**src/rtl/ssqw_pkg.sv**
```systemverilog
// ----------------------------------------------------------------------------
// ssqw_pkg
// Shared types and fixed widths of the single-server queue wait block.
// ----------------------------------------------------------------------------
package ssqw_pkg;

    localparam int SERVICE_W     = 32;
    localparam int TOTAL_W       = 64;
    localparam int DIV_STEPS     = TOTAL_W;
    localparam int DIV_CNT_W     = $clog2(DIV_STEPS);
    localparam logic [SERVICE_W-1:0] SERVICE_RESET = 32'd65536;

    typedef enum logic [3:0] {
        S_IDLE   = 4'b0001,
        S_DIV    = 4'b0010,
        S_FINISH = 4'b0100,
        S_PUSH   = 4'b1000
    } ssqw_state_t;

    typedef struct packed {
        logic update;
        logic div_step;
        logic finish;
        logic push;
    } ssqw_cmd_t;

    typedef struct packed {
        logic div_last;
        logic out_free;
    } ssqw_status_t;

endpackage

```
**src/rtl/ssqw_ctrl.sv**
```systemverilog
// ----------------------------------------------------------------------------
// ssqw_ctrl
// Sequencer: accepts a request, runs the mean division at run end, pushes
// the result into the output register.
// ----------------------------------------------------------------------------
module ssqw_ctrl
    import ssqw_pkg::*;
(
    input  logic         clk,
    input  logic         rst_n,
    input  logic         in_valid,
    input  logic         last_arrival,
    input  ssqw_status_t status,
    output logic         in_ready,
    output ssqw_cmd_t    cmd
);

    ssqw_state_t state_reg;
    ssqw_state_t state_next;

    always_ff @(posedge clk or negedge rst_n)
    begin
        if (!rst_n)
        begin
            state_reg <= S_IDLE;
        end
        else
        begin
            state_reg <= state_next;
        end
    end

    always_comb
    begin
        state_next = state_reg;
        cmd        = '0;
        in_ready   = 1'b0;
        case (state_reg)
            S_IDLE:
            begin
                in_ready = 1'b1;
                if (in_valid)
                begin
                    cmd.update = 1'b1;
                    state_next = last_arrival ? S_DIV : S_PUSH;
                end
            end
            S_DIV:
            begin
                cmd.div_step = 1'b1;
                if (status.div_last)
                begin
                    state_next = S_FINISH;
                end
            end
            S_FINISH:
            begin
                cmd.finish = 1'b1;
                state_next = S_PUSH;
            end
            S_PUSH:
            begin
                // hold until the output register can take the result
                if (status.out_free)
                begin
                    cmd.push   = 1'b1;
                    state_next = S_IDLE;
                end
            end
            default:
            begin
                state_next = S_IDLE;
            end
        endcase
    end

endmodule

```
**src/rtl/ssqw_datapath.sv**
```systemverilog
// ----------------------------------------------------------------------------
// ssqw_datapath
// Lindley update, saturating sums, bit-serial mean divider and output register.
// ----------------------------------------------------------------------------
module ssqw_datapath
    import ssqw_pkg::*;
#(
    parameter int TIME_BITS  = 48,
    parameter int COUNT_BITS = 32
)
(
    input  logic                  clk,
    input  logic                  rst_n,
    input  logic                  cfg_valid,
    input  logic [SERVICE_W-1:0]  cfg_data,
    input  logic [TIME_BITS-1:0]  arrival_time,
    input  logic                  last_arrival,
    input  ssqw_cmd_t             cmd,
    output ssqw_status_t          status,
    input  logic                  out_ready,
    output logic                  out_valid,
    output logic [TIME_BITS-1:0]  wait_time,
    output logic [TIME_BITS-1:0]  mean_wait,
    output logic [COUNT_BITS-1:0] arrivals_seen,
    output logic                  run_done,
    output logic                  saturated
);

    localparam int SUM_W = ((TIME_BITS > SERVICE_W) ? TIME_BITS : SERVICE_W) + 1;

    // run state
    logic [SERVICE_W-1:0]  service_reg;
    logic [TIME_BITS-1:0]  free_reg;
    logic [TOTAL_W-1:0]    total_reg;
    logic [COUNT_BITS-1:0] count_reg;
    logic                  ovf_reg;

    // result held for the output register
    logic [TIME_BITS-1:0]  res_wait_reg;
    logic [TIME_BITS-1:0]  res_mean_reg;
    logic [COUNT_BITS-1:0] res_count_reg;
    logic                  res_done_reg;
    logic                  res_sat_reg;

    // divider
    logic [TOTAL_W-1:0]    quo_reg;
    logic [COUNT_BITS-1:0] rem_reg;
    logic [COUNT_BITS-1:0] divisor_reg;
    logic [DIV_CNT_W-1:0]  div_cnt_reg;

    // output register
    logic                  out_valid_reg;
    logic [TIME_BITS-1:0]  out_wait_reg;
    logic [TIME_BITS-1:0]  out_mean_reg;
    logic [COUNT_BITS-1:0] out_count_reg;
    logic                  out_done_reg;
    logic                  out_sat_reg;

    logic                  early;
    logic [TIME_BITS-1:0]  wait_val;
    logic [TIME_BITS-1:0]  base;
    logic [SUM_W-1:0]      free_sum;
    logic                  free_ovf;
    logic [TIME_BITS-1:0]  free_next;
    logic [TOTAL_W:0]      total_sum;
    logic                  total_ovf;
    logic [TOTAL_W-1:0]    total_next;
    logic                  count_ovf;
    logic [COUNT_BITS-1:0] count_next;
    logic                  ovf_next;
    logic [COUNT_BITS:0]   trial;
    logic                  trial_ge;
    logic                  mean_ovf;
    logic [TIME_BITS-1:0]  mean_val;

    always_comb
    begin
        early      = arrival_time < free_reg;
        wait_val   = early ? (free_reg - arrival_time) : '0;
        base       = early ? free_reg : arrival_time;
        free_sum   = SUM_W'(base) + SUM_W'(service_reg);
        free_ovf   = free_sum[SUM_W-1:TIME_BITS] != '0;
        free_next  = free_ovf ? {TIME_BITS{1'b1}} : free_sum[TIME_BITS-1:0];
        total_sum  = {1'b0, total_reg} + (TOTAL_W + 1)'(wait_val);
        total_ovf  = total_sum[TOTAL_W];
        total_next = total_ovf ? {TOTAL_W{1'b1}} : total_sum[TOTAL_W-1:0];
        count_ovf  = &count_reg;
        count_next = count_ovf ? count_reg : count_reg + COUNT_BITS'(1);
        ovf_next   = ovf_reg | free_ovf | total_ovf | count_ovf;

        trial      = {rem_reg, quo_reg[TOTAL_W-1]};
        trial_ge   = trial >= {1'b0, divisor_reg};
        mean_ovf   = quo_reg[TOTAL_W-1:TIME_BITS] != '0;
        mean_val   = mean_ovf ? {TIME_BITS{1'b1}} : quo_reg[TIME_BITS-1:0];
    end

    always_ff @(posedge clk or negedge rst_n)
    begin
        if (!rst_n)
        begin
            service_reg <= SERVICE_RESET;
            free_reg    <= '0;
            total_reg   <= '0;
            count_reg   <= '0;
            ovf_reg     <= 1'b0;
        end
        else
        begin
            if (cfg_valid)
            begin
                service_reg <= cfg_data;
            end
            if (cmd.update)
            begin
                free_reg  <= free_next;
                total_reg <= total_next;
                count_reg <= count_next;
                ovf_reg   <= ovf_next;
            end
            else if (cmd.finish)
            begin
                // close the run
                free_reg  <= '0;
                total_reg <= '0;
                count_reg <= '0;
                ovf_reg   <= 1'b0;
            end
        end
    end

    always_ff @(posedge clk)
    begin
        if (cmd.update)
        begin
            res_wait_reg  <= wait_val;
            res_mean_reg  <= '0;
            res_count_reg <= count_next;
            res_done_reg  <= last_arrival;
            res_sat_reg   <= ovf_next;
            quo_reg       <= total_next;
            rem_reg       <= '0;
            divisor_reg   <= count_next;
            div_cnt_reg   <= '0;
        end
        else if (cmd.div_step)
        begin
            // one quotient bit per cycle, restoring
            quo_reg     <= {quo_reg[TOTAL_W-2:0], trial_ge};
            rem_reg     <= trial_ge ? COUNT_BITS'(trial - {1'b0, divisor_reg})
                                    : trial[COUNT_BITS-1:0];
            div_cnt_reg <= div_cnt_reg + DIV_CNT_W'(1);
        end
        else if (cmd.finish)
        begin
            res_mean_reg <= mean_val;
            res_sat_reg  <= res_sat_reg | mean_ovf;
        end
    end

    always_ff @(posedge clk or negedge rst_n)
    begin
        if (!rst_n)
        begin
            out_valid_reg <= 1'b0;
        end
        else if (cmd.push)
        begin
            out_valid_reg <= 1'b1;
        end
        else if (out_ready)
        begin
            out_valid_reg <= 1'b0;
        end
    end

    always_ff @(posedge clk)
    begin
        if (cmd.push)
        begin
            out_wait_reg  <= res_wait_reg;
            out_mean_reg  <= res_mean_reg;
            out_count_reg <= res_count_reg;
            out_done_reg  <= res_done_reg;
            out_sat_reg   <= res_sat_reg;
        end
    end

    assign status.div_last = div_cnt_reg == DIV_CNT_W'(DIV_STEPS - 1);
    assign status.out_free = !out_valid_reg || out_ready;

    assign out_valid     = out_valid_reg;
    assign wait_time     = out_wait_reg;
    assign mean_wait     = out_mean_reg;
    assign arrivals_seen = out_count_reg;
    assign run_done      = out_done_reg;
    assign saturated     = out_sat_reg;

endmodule

```
**src/rtl/single_server_queue_wait_top.sv**
```systemverilog
// ----------------------------------------------------------------------------
// single_server_queue_wait_top
// Single-server queue with fixed service time, Lindley recursion per arrival.
// ----------------------------------------------------------------------------
// Usage:
//   Input channel (in_valid/in_ready) takes one arrival request: arrival_time
//   and last_arrival. Output channel (out_valid/out_ready) returns one result
//   per request: wait_time, running arrivals_seen, saturated, and on the last
//   arrival of a run run_done with mean_wait.
//   The cfg channel writes service_time; cfg_ready is always high. Write only
//   while no request is in flight.
// Sequence:
//   An ordinary arrival is updated on the accept edge, then pushed into the
//   output register. A closing arrival is updated, then runs the restoring
//   divider, which yields one of the 64 quotient bits of total wait / count
//   per cycle, then saturates the mean in a finish step before the push.
//   Results come out in the cycle after the push.
// Reset:
//   Run state clears and service_time returns to 1.0 (65536).
// Stall:
//   The output register holds a waiting result while the next request is
//   accepted and processed; that one then holds until the register frees.
// ----------------------------------------------------------------------------
module single_server_queue_wait_top
    import ssqw_pkg::*;
#(
    parameter int TIME_BITS  = 48,
    parameter int COUNT_BITS = 32
)
(
    input  logic                  clk,
    input  logic                  rst_n,
    input  logic                  cfg_valid,
    output logic                  cfg_ready,
    input  logic [SERVICE_W-1:0]  cfg_data,
    input  logic                  in_valid,
    output logic                  in_ready,
    input  logic [TIME_BITS-1:0]  arrival_time,
    input  logic                  last_arrival,
    output logic                  out_valid,
    input  logic                  out_ready,
    output logic [TIME_BITS-1:0]  wait_time,
    output logic [TIME_BITS-1:0]  mean_wait,
    output logic [COUNT_BITS-1:0] arrivals_seen,
    output logic                  run_done,
    output logic                  saturated
);

    ssqw_cmd_t    cmd;
    ssqw_status_t status;

    assign cfg_ready = 1'b1;

    ssqw_ctrl u_ctrl (
        .clk          (clk),
        .rst_n        (rst_n),
        .in_valid     (in_valid),
        .last_arrival (last_arrival),
        .status       (status),
        .in_ready     (in_ready),
        .cmd          (cmd)
    );

    ssqw_datapath #(
        .TIME_BITS  (TIME_BITS),
        .COUNT_BITS (COUNT_BITS)
    ) u_datapath (
        .clk           (clk),
        .rst_n         (rst_n),
        .cfg_valid     (cfg_valid),
        .cfg_data      (cfg_data),
        .arrival_time  (arrival_time),
        .last_arrival  (last_arrival),
        .cmd           (cmd),
        .status        (status),
        .out_ready     (out_ready),
        .out_valid     (out_valid),
        .wait_time     (wait_time),
        .mean_wait     (mean_wait),
        .arrivals_seen (arrivals_seen),
        .run_done      (run_done),
        .saturated     (saturated)
    );

`ifndef ASSERT_OFF
    a_one_at_a_time: assert property (@(posedge clk) disable iff (!rst_n)
        (in_valid && in_ready) |=> !in_ready)
        else $error("request accepted while another is in flight");

    a_count_nonzero: assert property (@(posedge clk) disable iff (!rst_n)
        out_valid |-> (arrivals_seen != '0))
        else $error("result with zero arrival count");

    a_mean_only_at_end: assert property (@(posedge clk) disable iff (!rst_n)
        (out_valid && !run_done) |-> (mean_wait == '0))
        else $error("mean set on a result that does not close the run");
`endif

endmodule

```
**config.mk**
```make
export PLATFORM = sky130hd
export DESIGN_NAME = single_server_queue_wait_top
export DESIGN_NICKNAME = d
export VERILOG_FILES = /design/src/rtl/ssqw_pkg.sv /design/src/rtl/ssqw_ctrl.sv /design/src/rtl/ssqw_datapath.sv /design/src/rtl/single_server_queue_wait_top.sv
export SDC_FILE = /design/constraint.sdc
export NUM_CORES = 1
export LEC_CHECK = 0
export BUFFER_PORTS_ARGS = -buffer_cell sky130_fd_sc_hd__clkbuf_2
export CAP_MARGIN = 15
export CORE_AREA = 10 10 362 364
export DETAILED_ROUTE_END_ITERATION = 10
export DIE_AREA = 0 0 372 374
export GPL_TIMING_DRIVEN = 0
export PLACE_DENSITY_LB_ADDON = 0.15
export RECOVER_POWER = 100
export SYNTH_ARGS = -nofsm -noshare
export SYNTH_HDL_FRONTEND = slang
export SYNTH_HIERARCHICAL = 1
export SYNTH_SLANG_ARGS = --single-unit
export TNS_END_PERCENT = 30
```
**constraint.sdc**
```tcl
create_clock -name clk -period 14.5 [get_ports clk]
set_input_delay 1.45 -clock clk [delete_from_list [all_inputs] [get_ports clk]]
set_output_delay 1.45 -clock clk [all_outputs]
set_load 0.1 [all_outputs]
```
==> reports/qor_table.md, run 1 <==
| Result | Reported | Unit |
| --- | --- | --- |
| Startpoint types | input pin | - |
| Aggregate global-route resource usage | 16.11 | % |
| Final hold slack | 0.4164 | ns |
| Required time of the critical path | 14.96 | ns |
| Die height | 374 | microns |
| Share of total power in the clock network | 21.2 | % |
| Fraction of power spent switching nets | 45.16 | % |
| Vias after detailed routing | 25200 | - |
| HPWL after DPL | 89500 | microns |
| Detailed-route wire length | 115200 | microns |
| Number of antenna violations at the first check in global routing | 6 | - |
| Sw power | 3.722 | mW |
| Power Dens Cells | 229.2 | nW/um^2 |
| Std-Cell Rows | 129 | - |
| Slew Limit Headroom | -202.2 | % |
| Mapped Area | 30700 | sq um |
| Post-synthesis register bit count | 544 | - |
| Count of flip-flops with a built-in enable after synthesis | 276 | - |
| Worst-Margin Slew | 4.533 | ns |
| Final layout net count | 3753 | - |
| Max Cap Viol | 8 | - |
| Unrepaired setup endpoints after global routing | false | - |
| Top-level port count | 219 | - |
| Root Driver | clkbuf_16 | - |
| Most frequent CP cell | o21ai_0 | - |
| H-Tree Level Count | 3 | - |
| Count of final max-slew check failures | 394 | - |
| Number of buffers added to fix hold violations after cts | 0 | - |
| Total buffers and inverters traversed by the critical path | 5 | - |
| Detailed Route Iter0 Violations | 2019 | - |
| Gate count of the mapped netlist | 3195 | - |
| Die Outline Area | 139100 | sq um |
| Final setup vio count | 0 | - |
| Wire length of the first global-routing pass | 171200 | microns |
| Unique masters post-synth | 96 | - |
| Critical path endpoint category | register | - |
| First-pass DRT Iterations | 7 | - |
| Fmax | 88.38 | MHz |
| Fraction of layout cells with a size suffix above 1 | 7.257 | % |
| Total gr overflow | 0 | - |
| Post-cts resize count | 0 | - |
| Final weighted congestion of routability-driven global placement | 0.8740 | - |
| Maximum ir drop on the vdd rail | 0.00008451 | V |
| Per-cell routed wire length | 22.16 | microns |
| Outcome | finished, violations left | - |
| Net count after synthesis | 3447 | - |
| HP Class | reg2reg | - |
| CP arrival | 11.78 | ns |
| Number of routed nets with antenna violations | 0 | - |
| Later-pin clock latency in the skew report | 0.64 | ns |
| Number of sinks driven by the clock tree | 544 | - |
| Mean instance size in the synthesized netlist | 9.609 | sq um |
| Core footprint | 123300 | sq um |
| Stage delay of the slowest cell on the critical path | 1.22 | ns |
| Number of buffers on the longest clock path | 3 | - |
| Number of I/O port buffers | 216 | - |
| Detailed-route DRC error count | 0 | - |
| Initial standard-cell utilization of the core | 24.90 | % |
| Startpoint of the worst setup timing path | arrival_time[0] | - |
| Start point of the worst hold path | u_datapath/res_wait_reg[31]$_DFFE_PP_ | - |
| Number of cells in the finished layout apart from fillers | 5198 | - |
| Type of the setup path with the least slack | in2reg | - |
| Most used flip-flop cell after synthesis | edfxtp_1 | - |
| Tcrit/Tclk final | 78.03 | % |
| Warnings from Yosys | 6 | - |
| Vias in the first global route | 25540 | - |
| Cell family contributing the most delay on the critical path | compound AO/OA/AOI/OAI gates | - |
| Largest fanout of any net on the critical path | 10 | - |
| Slowest CP cell | a2111oi_0 | - |
| Total internal power | 4.521 | mW |
| Clock tree from TritonCTS | yes | - |
| Sequential share of power | 28.6 | % |
| Combinational share of power | 50.2 | % |
| Post-route clock skew | 0.02366 | ns |
| Final setup TNS | 0 | ns |
| Die X | 372 | microns |
| Post-synthesis sequential area ratio | 47.44 | % |
| Leakage component of the power | 14.59 | nW |
| RR Startpoint | u_datapath/free_reg[0]$_DFFE_PN0P_ | - |
| Synth async-reset ratio | 33.46 | % |
| Post-CTS Setup Bufs | 0 | - |
| Number of buffers created by CTS | 68 | - |
| Clk pin slew, worst setup/hold paths | 0.05 | ns |
| Fin crit period | 11.31 | ns |
| Failing checks | max-capacitance violations, max-slew violations | - |
| Via density per instance | 4.848 | - |
| # placed instances | 5067 | - |
| Maximum number of pins on one net before global-route repair | 77 | - |
| Area Growth Syn to Fin | 17.12 | % |
| Final Hold Vio Count | 0 | - |
==> final timing paths <==
check                                                            to  slack (ns)  cells after the start
worst max-delay path            u_datapath/free_reg[45]$_DFFE_PN0P_        3.19                     26
worst min-delay path             u_datapath/wait_time[31]$_DFFE_PP_        0.42                      0
worst max register to register  u_datapath/free_reg[45]$_DFFE_PN0P_        3.74                     26
worst min register to register   u_datapath/wait_time[31]$_DFFE_PP_        0.42                      0
max in group asynchronous       u_datapath/count_reg[7]$_DFFE_PN0P_        7.72                      2
min in group asynchronous       u_datapath/free_reg[46]$_DFFE_PN0P_        1.49                      1
==> final cells by class <==
cell class	instances	area, sq um
timing repair buffer	236	997.2
antenna	6	15.01
clock inverter	33	405.4
inverter	150	563.0
clock buffer	91	1851
multi-input combinational	2355	14940
tap	1637	2048
buffer	146	570.5
fill	13310	87360
sequential	544	14570
==> worst register-to-register path: stages, from the launching register on <==
cell and delay, ns:
dfrtp_1 0.33, inv_1 0.06, ha_1 0.21, fa_1 0.43
nand2b_1 0.19, a211oi_1 0.30, o21ai_0 0.26, a211oi_1 0.69
o21ai_0 0.41, nand2_1 0.38, clkbuf_1 0.61, clkbuf_1 0.77
clkbuf_1 0.78, clkbuf_1 0.48, nand2_1 0.10, o21ai_0 0.09
ha_1 0.30, o21ai_0 0.34, o21ai_0 0.24, a2111oi_0 1.22
o21ai_0 0.66, a41oi_1 0.49, o21bai_1 0.36, o21ai_0 0.46
nor4_1 0.13, o21ai_0 0.23, a31oi_1 0.11
==> synth_stat cells, drive strengths merged (6+ instances only) <==
cell / instances / area share [%]
nand2: 312 / 3.8
nor2: 297 / 3.6
o21ai: 286 / 4.7
edfxtp: 276 / 27
a21oi: 230 / 3.8
dfrtp: 180 / 15
ha: 162 / 6.6
inv: 148 / 1.8
a21o: 118 / 2.9
clkbuf: 118 / 1.4
nor3: 113 / 1.8
xnor2: 100 / 2.9
dfxtp: 86 / 5.6
xor2: 72 / 2.1
nand3: 68 / 1.2
and3: 47 / 0.96
nand4: 46 / 0.94
mux2: 36 / 1.3
a211oi: 33 / 0.84
a311oi: 31 / 0.88
nand2b: 31 / 0.66
o21a: 30 / 0.76
a31oi: 29 / 0.61
buf: 28 / 0.46
a22o: 24 / 0.68
mux2i: 23 / 0.75
nor2b: 19 / 0.39
o21bai: 19 / 0.46
and2: 17 / 0.35
nor4: 17 / 0.35
o211ai: 14 / 0.34
o31ai: 14 / 0.34
or3: 13 / 0.30
a221o: 11 / 0.36
a211o: 9 / 0.26
a21boi: 9 / 0.22
and4: 9 / 0.26
o31a: 9 / 0.26
a31o: 7 / 0.20
or4: 7 / 0.17
a2111oi: 6 / 0.19
a22oi: 6 / 0.15
==> stage by stage <==
step	area (sq um)	setup WS (ns)	util (%)	total power, mW
after global placement	33830	-13.17	27.44	6.537
after CTS	36360	4.786	29.48	8.323
after detailed placement	34100	4.143	27.65	6.510
final	35960	3.185	29.16	8.243
after floorplan	30700	0.3603	-	5.195
after global routing	35950	2.702	29.15	8.843
==> per-layer routing <==
layer  track usage, %  part of all wire, %  up-vias
met5                0                    0        -
met2            26.52                   47      556
li1                 -                    -    12320
met3            2.003                  4.0      104
met1            22.16                   47    12220
met4            3.962                  1.9        0
==> cells in the final DEF, fill, tap and decap left out, types with 11 or more instances in the layout <==
| cell | synthesis | layout |
|---|---|---|
| a311oi_1 | 31 | 31 |
| xnor2_1 | 100 | 100 |
| a21o_1 | 118 | 118 |
| clkbuf_2 | 0 | 80 |
| nor3_1 | 113 | 112 |
| and3_1 | 47 | 47 |
| a31oi_1 | 28 | 28 |
| clkinv_2 | 0 | 13 |
| dfxtp_1 | 86 | 86 |
| and2_1 | 15 | 15 |
| nand2b_1 | 30 | 30 |
| nand2_1 | 311 | 312 |
| clkbuf_16 | 0 | 70 |
| ha_1 | 162 | 162 |
| mux2i_1 | 23 | 23 |
| a211oi_1 | 31 | 33 |
| o211ai_1 | 14 | 14 |
| a221o_1 | 11 | 11 |
| nor2_1 | 296 | 297 |
| edfxtp_1 | 276 | 276 |
| nor4_1 | 17 | 17 |
| mux2_2 | 36 | 35 |
| nand3_1 | 66 | 66 |
| o31ai_1 | 14 | 14 |
| or3_1 | 11 | 12 |
| inv_1 | 148 | 148 |
| o21a_1 | 29 | 30 |
| nor2b_1 | 19 | 19 |
| a22o_1 | 24 | 24 |
| nand4_1 | 46 | 46 |
| xor2_1 | 72 | 72 |
| clkbuf_1 | 118 | 304 |
| o21ai_0 | 276 | 283 |
| a21oi_1 | 229 | 230 |
| o21bai_1 | 19 | 19 |
| dfrtp_1 | 180 | 180 |
==> logic make-up (layout without fill, tap and decap cells) <==
logic type	Yosys count	after routing	synth area share, %
xor+xnor	172	172	4.907
flops	544	544	47.44
simple gates	1027	1027	15.71
compound gates	930	930	19.26
other cells	1	7	0.01221
mux	59	59	2.070
fa+ha+maj	166	166	6.863
buf+inv	296	656	3.733
==> power by group through the flow <==
stage / clock network [mW] / logic [mW] / registers, mW
after floorplan: 0 / 2.79 / 2.40
after global placement: 0 / 4.13 / 2.41
after detailed placement: 0 / 4.13 / 2.38
after CTS: 1.81 / 4.16 / 2.35
after global routing: 1.86 / 4.58 / 2.40
final: 1.75 / 4.13 / 2.36
(Power assumes the default switching activity.)
==> inputs of run 2 (changes only) <==
==> constraint.sdc (replaced) <==
create_clock -name clk -period 9.3 [get_ports clk]
set_input_delay 0.93 -clock clk [delete_from_list [all_inputs] [get_ports clk]]
set_output_delay 0.93 -clock clk [all_outputs]
set_load 0.1 [all_outputs]
==> reports/qor_table.md, run 2 (synthesized netlist as in run 1, its figures left out) <==
| Result | Reported | Unit |
| --- | --- | --- |
| Number of I/O port buffers | 216 | - |
| Initial standard-cell utilization of the core | 24.90 | % |
| Stage delay of the slowest cell on the critical path | 0.74 | ns |
| Slew Limit Headroom | -187.9 | % |
| CP arrival | 9.33 | ns |
| Fmax | 113.0 | MHz |
| First-pass DRT Iterations | 5 | - |
| Vias after detailed routing | 25230 | - |
| HPWL after DPL | 89860 | microns |
| Final layout net count | 3748 | - |
| Top-level port count | 219 | - |
| Startpoint of the worst setup timing path | arrival_time[12] | - |
| Count of final max-slew check failures | 404 | - |
| Die height | 374 | microns |
| Detailed-route wire length | 115100 | microns |
| Worst-Margin Slew | 4.319 | ns |
| Met2 usage in global routing | 26.29 | % |
| Core footprint | 123300 | sq um |
| Maximum number of pins on one net before global-route repair | 72 | - |
| Most frequent CP cell | clkbuf_1 | - |
| Number of buffers on the longest clock path | 3 | - |
| Die X | 372 | microns |
| Clk pin slew, worst setup/hold paths | 0.06 | ns |
| Root Driver | clkbuf_16 | - |
| Later-pin clock latency in the skew report | 0.65 | ns |
| GR Layer Usage met3 | 2.064 | % |
| Post-CTS Setup Bufs | 0 | - |
| Final setup vio count | 0 | - |
| H-Tree Level Count | 3 | - |
| Number of instances on the worst hold path | 0 | - |
| Leakage component of the power | 14.58 | nW |
| Post-Place Worst Slack | -0.4696 | ns |
| Max Cap Viol | 9 | - |
| Via density per instance | 4.858 | - |
| Post-route setup slack | 0.4482 | ns |
| Outcome | finished, violations left | - |
| Dpl cell area | 34140 | sq um |
| Largest fanout of any net on the critical path | 10 | - |
| Global route hottest layer | met2 | - |
| Area Growth Syn to Fin | 17.06 | % |
| Std-Cell Rows | 129 | - |
| Die Outline Area | 139100 | sq um |
| Number of antenna violations at the first check in global routing | 5 | - |
| Most frequent standard cell in the layout excluding fill and tap cells | nand2_1 | - |
| Final Hold Vio Count | 0 | - |
| Number of buffers added to fix hold violations after cts | 0 | - |
| Filler Cell Count | 13280 | - |
| Number of buffers created by CTS | 67 | - |
| Clock tree from TritonCTS | yes | - |
| HP Class | reg2reg | - |
| Final weighted congestion of routability-driven global placement | 0.8702 | - |
| Detailed Route Iter0 Violations | 2028 | - |
| Maximum ir drop on the vdd rail | 0.0001251 | V |
| Power Dens Cells | 356.5 | nW/um^2 |
| Fraction of layout cells with a size suffix above 1 | 7.634 | % |
| RR Startpoint | u_datapath/free_reg[12]$_DFFE_PN0P_ | - |
| Type of the setup path with the least slack | in2reg | - |
| Detailed-route DRC error count | 0 | - |
| Met1 Use GR | 22.20 | % |
| Per-cell routed wire length | 22.16 | microns |
| Final setup TNS | 0 | ns |
| Startpoint types | input pin | - |
| Required time of the critical path | 9.78 | ns |
| Tcrit/Tclk final | 95.18 | % |
| Aggregate global-route resource usage | 16.15 | % |
| Reg2Reg Depth | 23 | - |
| Wire length of the first global-routing pass | 171100 | microns |
| Vias in the first global route | 25450 | - |
| Critical path endpoint category | register | - |
| Fin area | 35940 | sq um |
| Worst-case register-to-register setup slack | 0.51 | ns |
| Total gr overflow | 0 | - |
| Unrepaired setup endpoints after global routing | false | - |
| Fin crit period | 8.852 | ns |
| Failing checks | max-capacitance violations, max-slew violations | - |
| Post-route clock skew | 0.03808 | ns |
| Slowest CP cell | a211oi_2 | - |
| Commonest cells after routing, fill and taps aside | 312 x nand2_1, 296 x nor2_1, 290 x clkbuf_1 | - |
| Number of routed nets with antenna violations | 0 | - |
| Final design utilization | 29.14 | % |
| End point of the critical path | u_datapath/quo_reg[26]$_DFFE_PP_ | - |
| Capturing point of the worst reg2reg path | u_datapath/quo_reg[26]$_DFFE_PP_ | - |
| Number of sinks driven by the clock tree | 544 | - |
==> run 2: layout make-up <==
type | instances | area, sq um | share of cell area, %
antenna | 6 | 15.01 | 0.04178
buffer | 146 | 574.3 | 1.598
clock buffer | 85 | 1797 | 4.999
clock inverter | 38 | 407.9 | 1.135
inverter | 150 | 563.0 | 1.567
multi-input combinational | 2355 | 14980 | 41.69
sequential | 544 | 14570 | 40.53
tap | 1637 | 2048 | 5.699
timing repair buffer | 232 | 982.2 | 2.733
==> run 2: critical path: cells and delay by family <==
kind,cells,cell delay (ns)
fa+ha+maj,2,0.60
compound gates,7,2.45
simple gates,9,2.89
buf+inv,7,2.40
==> run 2: per-stage QoR <==
| stage | power (mW) | hold slack [ns] | cells |
|---|---|---|---|
| finish | 12.81 | 0.4035 | 5193 |
| global route | 13.76 | 0.4150 | 5190 |
| CTS | 12.93 | 0.2266 | 5187 |
| detailed placement | 10.16 | 0.4045 | 5064 |
| global placement | 10.17 | 0.4038 | 5048 |
| floorplan | 8.089 | 0.4003 | 3195 |
==> run 2: timing repair <==
action,CTS,global route
hold endpoints to repair,0,0
gates resized for setup,0,1
endpoints found under the setup margin,0,20
==> run 2: worst min path at each step <==
stage                     slack (ns)                                      to                                  start
final                           0.40      u_datapath/wait_time[36]$_DFFE_PP_  u_datapath/res_wait_reg[36]$_DFFE_PP_
after global routing            0.41      u_datapath/wait_time[36]$_DFFE_PP_  u_datapath/res_wait_reg[36]$_DFFE_PP_
after CTS                       0.23  u_datapath/service_reg[28]$_DFFE_PN0P_                                  rst_n
after detailed placement        0.40      u_datapath/wait_time[36]$_DFFE_PP_  u_datapath/res_wait_reg[36]$_DFFE_PP_
after global placement          0.40           u_datapath/run_done$_DFFE_PP_      u_datapath/res_done_reg$_DFFE_PP_
after floorplan                 0.40           u_datapath/run_done$_DFFE_PP_      u_datapath/res_done_reg$_DFFE_PP_
==> run 2: routing by layer <==
layer / vias up / wire length [microns]
li1: 12280 / -
met1: 12280 / 54530
met2: 545 / 53220
met3: 125 / 4421
met4: 0 / 2919
met5: - / 0
==> run 2: power by group <==
part           internal, mW  switching, mW
sequential             3.25          0.428
combinational          2.18           4.27
clock                  1.58           1.11
